`config.mk`:
```
export PLATFORM = sky130hd
export DESIGN_NAME = drrip_ctrl
export DESIGN_NICKNAME = d
export VERILOG_FILES = /design/src/rtl/core/drrip_pkg.sv /design/src/rtl/core/drrip_ctrl.sv
export SDC_FILE = /design/constraint.sdc
export NUM_CORES = 1
export LEC_CHECK = 0
export BUFFER_PORTS_ARGS = -buffer_cell sky130_fd_sc_hd__buf_2
export CAP_MARGIN = 40
export CORE_AREA = 2 2 39 41
export DETAILED_ROUTE_END_ITERATION = 10
export DIE_AREA = 0 0 41 43
export PLACE_DENSITY_LB_ADDON = 0.25
export SYNTH_ARGS = -nofsm -noshare
export SYNTH_HDL_FRONTEND = slang
export SYNTH_SLANG_ARGS = --single-unit
```
`constraint.sdc`:
```
create_clock -name i_clk -period 1.82 [get_ports i_clk]
set_input_delay 0.182 -clock i_clk [delete_from_list [all_inputs] [get_ports i_clk]]
set_output_delay 0.182 -clock i_clk [all_outputs]
set_load 0.02 [all_outputs]
```
`src/rtl/core/drrip_pkg.sv`:
```
// shared types and constants of the drrip replacement block
package drrip_pkg;

    // fixed field widths
    localparam int SET_IN_W = 11;
    localparam int WAY_IN_W = 4;
    localparam int BLK_W    = 32;
    localparam int TALLY_W  = 24;
    localparam int LFSR_W   = 16;
    localparam int BIM_W    = 4;
    localparam int DEC_W    = 5;
    localparam int CFG_D_W  = 5;
    localparam int EPOCH_W  = 8;

    localparam logic [1:0]        RRPV_MAX   = 2'd3;
    localparam logic [1:0]        RRPV_LONG  = 2'd2;
    localparam logic [1:0]        RRPV_NEAR  = 2'd0;
    localparam logic [LFSR_W-1:0] LFSR_SEED  = 16'hACE1;
    localparam logic [BIM_W-1:0]  BIM_RESET  = 4'd5;
    localparam logic [DEC_W-1:0]  DEC_RESET  = 5'd12;
    localparam logic [DEC_W-1:0]  DEC_MIN    = 5'd1;
    localparam logic [DEC_W-1:0]  DEC_MAX    = 5'd24;

    // opcodes
    localparam logic OP_VICTIM = 1'b0;
    localparam logic OP_UPDATE = 1'b1;

    // configuration register indexes
    localparam logic CFG_BIMODAL = 1'b0;
    localparam logic CFG_DECAY   = 1'b1;

    typedef enum logic [1:0] {
        S_INIT,
        S_IDLE,
        S_EXEC,
        S_SCRUB
    } t_state;

    // controller to datapath
    typedef struct packed {
        logic load;       // input transfer, issue row reads
        logic exec;       // modify and write back, post result
        logic sweep;      // sweep one row
        logic sweep_main; // sweep also resets the main row
    } t_cmd;

    // datapath to controller
    typedef struct packed {
        logic out_free;   // result slot can take a result
        logic sweep_last; // sweep counter at final row
        logic scrub_req;  // epoch wraps with this operation
    } t_status;

endpackage

```
`src/rtl/core/drrip_ctrl.sv`:
```
// sequencing controller: init sweep, accept, execute, dead-bit scrub
module drrip_ctrl import drrip_pkg::*; (
    input  logic    i_clk,
    input  logic    i_rst_n,
    input  logic    i_req_valid,
    input  t_status i_status,
    output logic    o_req_ready,
    output t_cmd    o_cmd
);

    t_state r_state, n_state;

    // state register
    always_ff @(posedge i_clk) begin
        if (!i_rst_n) begin
            r_state <= S_INIT;
        end else begin
            r_state <= n_state;
        end
    end

    // next state
    always_comb begin
        n_state = r_state;
        case (r_state)
            S_INIT: begin
                if (i_status.sweep_last) n_state = S_IDLE;
            end
            S_IDLE: begin
                if (i_req_valid) n_state = S_EXEC;
            end
            S_EXEC: begin
                if (i_status.out_free) begin
                    n_state = i_status.scrub_req ? S_SCRUB : S_IDLE;
                end
            end
            S_SCRUB: begin
                if (i_status.sweep_last) n_state = S_IDLE;
            end
            default: n_state = S_INIT;
        endcase
    end

    // outputs
    always_comb begin
        o_req_ready      = 1'b0;
        o_cmd            = '0;
        case (r_state)
            S_INIT: begin
                o_cmd.sweep      = 1'b1;
                o_cmd.sweep_main = 1'b1;
            end
            S_IDLE: begin
                o_req_ready = 1'b1;
                o_cmd.load  = i_req_valid;
            end
            S_EXEC: begin
                o_cmd.exec = i_status.out_free;
            end
            S_SCRUB: begin
                o_cmd.sweep = 1'b1;
            end
            default: begin
                o_req_ready = 1'b0;
            end
        endcase
    end

endmodule

```
==> out/qor.log, run 1 <==
INFO  clock_tree     clockRootBuffer=clkbuf_4
INFO  worst_setup_path critical_path.startpoint_type=flop
INFO  cells_and_area fillerInstances=155
INFO  floorplanning  coreArea=1380um2
INFO  synth          synth_cell_type_count=12
INFO  clock_tree     cts.htree.levels=1
INFO  cells_and_area biggestRegsByFlops=r_state (2)
INFO  pwr            switching_share=0.448
INFO  grt            globalRouteOverflowTotal=0
INFO  worst_setup_path worst_setup_path_end_kind=output port
INFO  worst_setup_path timing.critical_path.arrival=1250ps
INFO  cells_and_area multi_input_comb_area=143um2
INFO  worst_setup_path timing.critical_path.required=1640ps
INFO  grt            wire_length_of_the_first_global_routing_pass=669um
INFO  clock_tree     postCtsSetupBuffers=0
INFO  clock_tree     tritoncts=yes
INFO  timing         finalWorstPathRequiredPeriod=1430ps
INFO  clock_tree     cts_made_buffers=3
INFO  clock_tree     cts_num_sinks=2
INFO  job            max_cap_violations=0
INFO  route          post_drt_via_cell_ratio=3.33
INFO  timing         worst_slew_margin=0.832
INFO  route          number_of_drc_violations_after_detailed_routing_iteration_0=3
INFO  status         run_status=finished clean
INFO  timing         slew_viol_final=0
INFO  synth          post_synth_inst_count=22
INFO  clock_tree     cts-resized-gates=0
INFO  floorplanning  top_level_ports=11
INFO  timing         finalSetupTns=0ps
INFO  place          hpwlAfterDp=324um
INFO  synth          synth.yosys.seq_area_share=0.199
INFO  clock_tree     cts.clk_slew.worst_paths=30ps
INFO  timing         worst_clock_skew=2.15ps
INFO  place          dpl.cell_count=48
INFO  timing         final_min_period_over_clock_period=0.787
INFO  worst_setup_path worst_path_max_fanout=4
INFO  timing         clock.fmax=699MHz
INFO  cells_and_area final_cell_count_no_fill=51
INFO  clock_tree     cts_buffer_depth=2
INFO  route          route.detailed.wl_per_inst=7.78um
INFO  floorplanning  floorplan.die.height=43um
INFO  route          firstDrtPassIters=4
INFO  floorplanning  rows=14
INFO  cells_and_area largest_register_ff_count=2
INFO  cells_and_area final_net_count=47
INFO  clock_tree     cts.hold.buffers_added=0
INFO  grt            grt_max_degree=5
INFO  synth          post_synth_instance_area=201um2
INFO  pwr            ir_drop=0.474mV
INFO  grt            antenna_violations_before_repair=0
INFO  pwr            cellLeakagePower=0.000156uW
INFO  synth          synth.yosys.warnings=0
INFO  timing         max_slew.worst_pin.slew=252ps
INFO  synth          ys_ff_latch=2
INFO  pwr            powerDensity=1700nW/um2
INFO  route          detailroute.via_count=170
INFO  pwr            sequential_share_of_power=0.162
INFO  timing         hold_viol=0
INFO  grt            track_usage=0.0621
INFO  timing         finalSetupViolCount=0
INFO  floorplanning  die_footprint=1760um2
INFO  cells_and_area largest_register=r_state
INFO  cells_and_area num_antenna_cells=0
INFO  pwr            power.switching=224uW
INFO  worst_setup_path critPathKind=reg2out
INFO  synth          postSynthNetCount=32
INFO  place          port_buffers=10
INFO  grt            grt_pass1_vias=168
INFO  floorplanning  starting_density=0.146
INFO  cells_and_area regArea=40.0um2
INFO  route          detail_route.wirelength=397um
INFO  route          drt.antenna.violating_nets=0
INFO  cells_and_area layout-drive-gt1-share=0.486
INFO  pwr            clkPwrFrac=0.192
INFO  clock_tree     clkLatencyLatePin=220ps
INFO  cells_and_area area_growth_syn_to_layout=46.0%
INFO  floorplanning  die_w=41um
INFO  timing         grt_setup_unrepaired=no
INFO  pwr            intPower=277uW
INFO  synth          mean_instance_size_in_the_synthesized_netlist=9.16um2
INFO  worst_hold_path hold_path_class=in2reg
INFO  place          finalWeightedCongestion=0.602
INFO  pwr            power.combinational.fraction=0.645
INFO  route          drcViolationCount=0
-- power groups by stage --
| stage | logic [uW] | clock network, uW | registers, uW |
|---|---|---|---|
| 3_3_place_gp | 328 | 0 | 82.8 |
| 6_report | 323 | 96.3 | 81.3 |
| 3_5_place_dp | 327 | 0 | 82.2 |
| 4_1_cts | 327 | 104 | 81.6 |
| 5_1_grt | 369 | 106 | 85.5 |
| 2_1_floorplan | 257 | 0 | 77.2 |
-- Yosys cell counts --
library cell	n	area, um2
a221oi_4	1	26.3
and2_1	1	6.26
and2_2	1	7.51
dfxtp_1	2	40.0
ha_1	4	50.1
inv_1	4	15.0
inv_2	1	3.75
mux2_2	1	11.3
mux2i_1	2	20.0
nand2_1	3	11.3
nand2b_1	1	6.26
nor2_1	1	3.75
-- metrics by stage --
| step | area [um2] | setup slack (ps) | power, uW | util | hold slack, ps |
|---|---|---|---|---|---|
| 2_1_floorplan | 201 | 574 | 334 | - | 324 |
| 3_3_place_gp | 272 | 460 | 411 | 0.196 | 469 |
| 5_1_grt | 294 | 301 | 560 | 0.212 | 263 |
| 6_report | 294 | 389 | 501 | 0.212 | 248 |
| 3_5_place_dp | 272 | 453 | 409 | 0.196 | 481 |
| 4_1_cts | 294 | 372 | 513 | 0.212 | 240 |
-- cell type report --
type                            instances  area share
Multi-Input combinational cell         15       0.485
Timing Repair Buffer                   10       0.170
Sequential cell                         2       0.136
Clock buffer                            3      0.0766
Inverter                                5      0.0638
Tap cell                               16      0.0681
-- logic make-up after synthesis --
group | count (synthesis) | share of synthesized area
AOI/OAI and AO/OA | 1 | 0.130
and+or+nand+nor | 7 | 0.174
buffers and inverters | 5 | 0.0931
muxes | 3 | 0.155
DFF | 2 | 0.199
adders and majority gates | 4 | 0.248
-- worst max-delay path: stages (launching register included) --
cell and delay (ps):
dfxtp_1 370, inv_1 80, ha_1 250, and2_2 180
buf_2 150
-- routing by layer --
layer | up-vias | GRT usage | part of all wire | wire, um
met5 | - | 0 | 0 | 0
met4 | 0 | 0.0800 | 0 | 0
met3 | 0 | 0.0314 | 0.14 | 56
met2 | 11 | 0.0594 | 0.31 | 124
met1 | 64 | 0.0796 | 0.54 | 216
li1 | 95 | - | - | -
-- path summary, 6_finish.rpt --
kind,startpoint,end,slack (ps),cells past startpoint
max,r_state[0],o_cmd[2],390,4
min,i_rst_n,r_state[1],250,3
max reg2reg,r_state[1],r_state[0],460,5
min reg2reg,r_state[1],r_state[1],490,2
-- cells in the final DEF (no fill, tap or decap), drive strengths merged --
cell type,synthesis,layout
mux2i,2,2
nand2,3,3
and2,2,2
nand2b,1,1
a221oi,1,1
dfxtp,2,2
clkbuf,0,3
inv,5,5
ha,4,4
buf,0,10
nor2,1,1
mux2,1,1
No activity file was read; power rests on OpenSTA's default activity.
==> inputs of run 2 (changes only) <==
==> constraint.sdc (replaced) <==
create_clock -name i_clk -period 1.35 [get_ports i_clk]
set_input_delay 0.135 -clock i_clk [delete_from_list [all_inputs] [get_ports i_clk]]
set_output_delay 0.135 -clock i_clk [all_outputs]
set_load 0.02 [all_outputs]
==> out/qor.log, run 2 (synthesis results as in run 1) <==
INFO  worst_setup_path worst_path_max_fanout=3 [-1]
INFO  timing         worst_slew_margin=0.832 [about the same]
INFO  pwr            power.combinational.fraction=0.714 [+0.069]
INFO  pwr            cellLeakagePower=0.000168uW [+7.5%]
INFO  cells_and_area largest_register_ff_count=2 [unchanged]
INFO  floorplanning  die_w=41um [unchanged]
INFO  worst_setup_path timing.critical_path.required=1220ps [-420 ps]
INFO  timing         finalSetupViolCount=0 [unchanged]
INFO  worst_setup_path setup.worst_path.start=r_state[1]
INFO  floorplanning  coreArea=1380um2 [unchanged]
INFO  timing         hold_viol=0 [unchanged]
INFO  cells_and_area leading_cell_type_in_the_layout_fill_and_taps_excluded=buf_2
INFO  cells_and_area num_antenna_cells=0 [unchanged]
INFO  worst_hold_path min_path_cells=3 [unchanged]
INFO  timing         final_min_period_over_clock_period=0.946
INFO  cells_and_area layout-drive-gt1-share=0.649 [+0.163]
INFO  timing         worst_hold_slack_after_final_layout=201ps [-47.2 ps]
INFO  place          finalWeightedCongestion=0.639 [+6.2%]
INFO  cells_and_area biggestRegsByFlops=r_state (2)
INFO  worst_setup_path worst_setup_path_end_kind=output port
INFO  grt            wire_length_of_the_first_global_routing_pass=572um [-14%]
INFO  worst_setup_path worstReg2RegStart=r_state[1]
INFO  cells_and_area mostFrequentLayoutCells=10 x buf_2, 3 x inv_2, 3 x nand2_1, 3 x ha_4, 3 x clkbuf_4
INFO  cells_and_area final_net_count=49 [+4.3%]
INFO  route          detail_route.wirelength=432um [+8.8%]
INFO  cells_and_area largest_register=r_state
INFO  floorplanning  die_footprint=1760um2 [unchanged]
INFO  worst_setup_path timing.critical_path.arrival=1140ps [-110 ps]
INFO  clock_tree     clkLatencyLatePin=220ps [about the same]
INFO  grt            track_usage=0.0531 [-0.00896]
INFO  timing         finalSetupTns=0ps [unchanged]
INFO  worst_setup_path reg2regPathDepth=5 [unchanged]
INFO  cells_and_area area_growth_syn_to_layout=72.0%
INFO  place          port_buffers=10 [unchanged]
INFO  worst_hold_path hp-start=i_rst_n
INFO  grt            grt_pass1_vias=162 [-3.6%]
INFO  worst_hold_path hold_path_class=in2reg
INFO  floorplanning  floorplan.die.height=43um [unchanged]
INFO  timing         worst_clock_skew=2.29ps [+0.141 ps]
INFO  pwr            switching_share=0.437 [-0.0103]
INFO  floorplanning  rows=14 [unchanged]
INFO  timing         finalWorstPathRequiredPeriod=1280ps
INFO  clock_tree     tritoncts=yes
INFO  timing         grt_setup_unrepaired=no
INFO  pwr            clkPwrFrac=0.158 [-0.034]
INFO  route          detailroute.via_count=180 [+5.9%]
INFO  timing         slew_viol_final=0 [unchanged]
INFO  floorplanning  top_level_ports=11 [unchanged]
INFO  status         run_status=finished clean
INFO  clock_tree     cts.clk_slew.worst_paths=30ps [about the same]
INFO  cells_and_area multi_input_comb_area=180um2 [+26%]
INFO  worst_setup_path critPathKind=reg2out
INFO  worst_setup_path reg2reg_setup_slack=80ps [-380 ps]
INFO  cells_and_area regArea=40.0um2 [unchanged]
INFO  job            max_cap_violations=0 [unchanged]
INFO  clock_tree     cts_made_buffers=3 [unchanged]
INFO  pwr            power.switching=348uW [+55%]
INFO  route          route.detailed.wl_per_inst=8.15um [+4.7%]
INFO  timing         clock.fmax=783MHz
INFO  cells_and_area fillerInstances=150 [-3.2%]
INFO  grt            globalRouteOverflowTotal=0 [unchanged]
INFO  pwr            sequential_share_of_power=0.128 [-0.034]
INFO  timing         max_slew.worst_pin.slew=252ps [-0.667 ps]
INFO  clock_tree     cts_buffer_depth=2 [unchanged]
INFO  worst_hold_path holdPathEnd=r_state[0]
INFO  route          number_of_drc_violations_after_detailed_routing_iteration_0=1 [-2]
INFO  route          firstDrtPassIters=2 [-2]
INFO  grt            antenna_violations_before_repair=0 [unchanged]
INFO  pwr            powerDensity=2290nW/um2 [+35%]
INFO  floorplanning  starting_density=0.146 [unchanged]
INFO  route          drcViolationCount=0 [unchanged]
INFO  clock_tree     cts.hold.buffers_added=0 [unchanged]
INFO  clock_tree     clockRootBuffer=clkbuf_4
INFO  worst_setup_path r2r_end=r_state[1]
INFO  pwr            intPower=448uW [+62%]
INFO  route          drt.antenna.violating_nets=0 [unchanged]
INFO  pwr            ir_drop=0.580mV [+22%]
INFO  clock_tree     cts.htree.levels=1 [unchanged]
INFO  worst_setup_path critical_path.startpoint_type=flop
INFO  grt            grt_max_degree=5 [unchanged]
INFO  clock_tree     cts-resized-gates=0 [unchanged]
INFO  clock_tree     cts_num_sinks=2 [unchanged]
INFO  clock_tree     postCtsSetupBuffers=0 [unchanged]
INFO  route          post_drt_via_cell_ratio=3.40 [+1.9%]
run 2: power groups by stage:
stage	combinational, uW	clock, uW	sequential [uW]
floorplan	346	0	104
global placement	495	0	99.2
detailed placement	491	0	98.2
CTS	491	133	97.5
global route	637	141	105
finish	567	126	102
run 2: critical path, cell delays in order (launching register included):
cell,delay (ps)
dfxtp_1,310
buf_4,140
ha_4,160
and2_2,160
buf_2,150
run 2: how the worst max path moves through the flow:
| stage | to | slack [ps] |
|---|---|---|
| 6_report | o_cmd[2] | 70 |
| 5_1_grt | r_state[0] | 1 |
| 4_1_cts | o_cmd[2] | 1 |
| 3_5_place_dp | r_state[1] | 20 |
| 3_3_place_gp | r_state[0] | 20 |
| 2_1_floorplan | r_state[0] | 100 |
run 2: routing by layer:
metal  GRT usage  part of all wire  wire length [um]  vias up
met3      0.0471              0.15                64        0
met4      0.0400                 0                 0        0
li1            -                 -                 -       98
met5           0                 0                 0        -
met1      0.0575              0.49               212       71
met2      0.0625              0.36               155       11
run 2: layout make-up:
class / count / share of cell area
Tap cell: 16 / 0.0578
Multi-Input combinational cell: 15 / 0.520
Sequential cell: 2 / 0.116
Timing Repair Buffer: 12 / 0.188
Clock buffer: 3 / 0.0650
Inverter: 5 / 0.0542
run 2: stage by stage:
step | power [uW] | cell area [um2] | util | instances | worst slack, ps
after floorplan | 450 | 201 | - | 22 | 104
after global placement | 594 | 287 | 0.207 | 50 | 21.0
after detailed placement | 589 | 287 | 0.207 | 50 | 22.0
after CTS | 722 | 309 | 0.223 | 53 | 1.01
after global routing | 883 | 347 | 0.250 | 53 | 1.28
final | 795 | 347 | 0.250 | 53 | 72.8
==> inputs of run 3 (changes only) <==
--- a/config.mk
+++ b/config.mk
@@ -10,6 +10,7 @@
 export CORE_AREA = 2 2 39 41
 export DETAILED_ROUTE_END_ITERATION = 10
 export DIE_AREA = 0 0 41 43
+export GPL_TIMING_DRIVEN = 0
 export PLACE_DENSITY_LB_ADDON = 0.25
 export SYNTH_ARGS = -nofsm -noshare
 export SYNTH_HDL_FRONTEND = slang
==> out/qor.log, run 3 (synthesis results as in run 1) <==
INFO  timing         worst_slew_margin=0.827 [-0.00519]
INFO  worst_setup_path cp_slowest_stage_delay=330ps [+20 ps]
INFO  cells_and_area fillerInstances=152 [+1.3%]
INFO  grt            grt_pass1_vias=151 [-6.8%]
INFO  timing         clock.fmax=769MHz [-1.7%]
INFO  worst_setup_path critical_path.startpoint_type=flop
INFO  timing         worst_hold_slack_after_final_layout=195ps [-5.79 ps]
INFO  route          route.detailed.wl_per_inst=8.31um [+1.9%]
INFO  floorplanning  rows=14 [unchanged]
INFO  cells_and_area final_cell_count_no_fill=52 [-1.9%]
INFO  cells_and_area mostFrequentLayoutCells=10 x buf_2, 3 x nand2_1, 3 x clkbuf_4
INFO  floorplanning  starting_density=0.146 [unchanged]
INFO  cells_and_area leading_cell_type_in_the_layout_fill_and_taps_excluded=buf_2
INFO  route          drt.antenna.violating_nets=0 [unchanged]
INFO  place          hpwlAfterDp=335um
INFO  timing         slew_viol_final=0 [unchanged]
INFO  route          firstDrtPassIters=2 [unchanged]
INFO  grt            antenna_violations_before_repair=0 [unchanged]
INFO  worst_setup_path reg2regPathDepth=5 [unchanged]
INFO  worst_setup_path cpMaxStageDelayCell=dfxtp_4
INFO  pwr            clkPwrFrac=0.165 [+0.007]
INFO  status         run_status=finished clean
INFO  timing         final_min_period_over_clock_period=0.963 [+0.0166]
INFO  worst_hold_path hold_path_class=in2reg
INFO  route          drcViolationCount=0 [unchanged]
INFO  timing         finalWorstPathRequiredPeriod=1300ps [+22.3 ps]
INFO  route          post_drt_via_cell_ratio=3.63 [+7.0%]
INFO  clock_tree     cts_buffer_depth=2 [unchanged]
INFO  worst_setup_path critPathKind=reg2out
INFO  clock_tree     cts.htree.levels=1 [unchanged]
INFO  worst_hold_path min_path_cells=3 [unchanged]
INFO  floorplanning  top_level_ports=11 [unchanged]
INFO  worst_setup_path timing.critical_path.required=1220ps [about the same]
INFO  route          detail_route.wirelength=432um [unchanged]
INFO  pwr            power.combinational.fraction=0.669 [-0.045]
INFO  cells_and_area layout-drive-gt1-share=0.694 [+0.0458]
INFO  floorplanning  die_w=41um [unchanged]
INFO  cells_and_area area_growth_syn_to_layout=68.3%
INFO  grt            globalRouteOverflowTotal=0 [unchanged]
INFO  clock_tree     cts_made_buffers=3 [unchanged]
INFO  cells_and_area largest_register_ff_count=2 [unchanged]
INFO  pwr            intPower=438uW [-2.2%]
INFO  place          dpl.cell_count=48 [-4.0%]
INFO  timing         max_slew.worst_pin.slew=259ps [+7.79 ps]
INFO  place          port_buffers=10 [unchanged]
INFO  grt            wire_length_of_the_first_global_routing_pass=669um [+17%]
INFO  route          number_of_drc_violations_after_detailed_routing_iteration_0=2 [+1]
INFO  clock_tree     cts_num_sinks=2 [unchanged]
INFO  timing         grt_setup_unrepaired=no
INFO  clock_tree     tritoncts=yes
INFO  place          finalWeightedCongestion=0.614 [-3.9%]
INFO  clock_tree     clockRootBuffer=clkbuf_4
INFO  floorplanning  coreArea=1380um2 [unchanged]
INFO  timing         hold_viol=0 [unchanged]
INFO  pwr            cellLeakagePower=0.000163uW [-3.1%]
INFO  cells_and_area num_antenna_cells=0 [unchanged]
INFO  cells_and_area biggestRegsByFlops=r_state (2)
INFO  pwr            switching_share=0.438 [about the same]
INFO  grt            grt_max_degree=5 [unchanged]
INFO  grt            track_usage=0.0581 [+0.00501]
INFO  cells_and_area largest_register=r_state
INFO  route          detailroute.via_count=189 [+5.0%]
INFO  pwr            power.switching=341uW [-2.0%]
INFO  worst_setup_path crit_chain=buf_4, ha_4, and2_2, buf_2
INFO  timing         finalSetupTns=0ps [unchanged]
INFO  worst_setup_path timing.critical_path.arrival=1160ps [+20 ps]
INFO  pwr            powerDensity=2300nW/um2 [about the same]
INFO  cells_and_area final_net_count=48 [-2.0%]
INFO  floorplanning  floorplan.die.height=43um [unchanged]
INFO  worst_setup_path worst_setup_path_end_kind=output port
INFO  pwr            ir_drop=0.783mV [+35%]
INFO  timing         worst_clock_skew=4.94ps [+2.65 ps]
INFO  job            max_cap_violations=0 [unchanged]
INFO  clock_tree     cts.clk_slew.worst_paths=30ps [about the same]
INFO  pwr            sequential_share_of_power=0.166 [+0.038]
INFO  cells_and_area utilization=0.245 [-0.00543]
INFO  timing         finalSetupViolCount=0 [unchanged]
INFO  floorplanning  die_footprint=1760um2 [unchanged]
INFO  worst_setup_path worst_path_max_fanout=3 [unchanged]
INFO  clock_tree     clkLatencyLatePin=220ps [about the same]
[run 3: routing by layer]
| layer | track usage | wire [um] | vias to the layer above |
|---|---|---|---|
| met5 | 0 | 0 | - |
| met4 | 0.0400 | 0 | 0 |
| met3 | 0.0314 | 53 | 0 |
| met2 | 0.0656 | 150 | 11 |
| met1 | 0.0799 | 228 | 80 |
| li1 | - | - | 98 |
[run 3: cell type report]
class	count	area (um2)	area share
sequential	2	47.5	0.140
multi-input combinational	15	170	0.502
tap	16	20.0	0.0590
clock buffer	3	22.5	0.0664
timing repair buffer	11	57.6	0.170
inverter	5	21.3	0.0627
[run 3: worst max-delay path, delay by kind of cell, from the launching register on]
kind                     cells  cell delay, ps
flip-flops                   1             330
buffers and inverters        2             290
adder cells (fa/ha/maj)      1             170
AND/OR/NAND/NOR              1             160
[run 3: final timing paths]
| check | to | from | slack, ps |
|---|---|---|---|
| max | o_cmd[2] | r_state[1] | 50 |
| min | r_state[1] | i_rst_n | 190 |
| max reg2reg | r_state[0] | r_state[0] | 80 |
| min reg2reg | r_state[0] | r_state[0] | 510 |
[run 3: power groups by stage]
stage	clock network, uW	registers, uW	logic (uW)
floorplan	0	104	346
global placement	0	109	446
detailed placement	0	110	448
CTS	136	114	482
global route	145	132	578
finish	128	129	521
[run 3: stage by stage]
stage               cell area [um2]  worst slack [ps]  power (uW)
floorplan                       201               104         450
global placement                272             -18.8         555
detailed placement              272             -35.8         557
CTS                             310              8.29         732
global route                    339              5.87         855
finish                          339              50.4         778
[run 3: what timing repair did]
action                                  4_1_cts  5_1_grt
gates cloned                                  0        0
endpoints found under the setup margin        4        3
hold buffers                                  0        0
gates resized for setup                       4        7
setup buffers                                 0        1
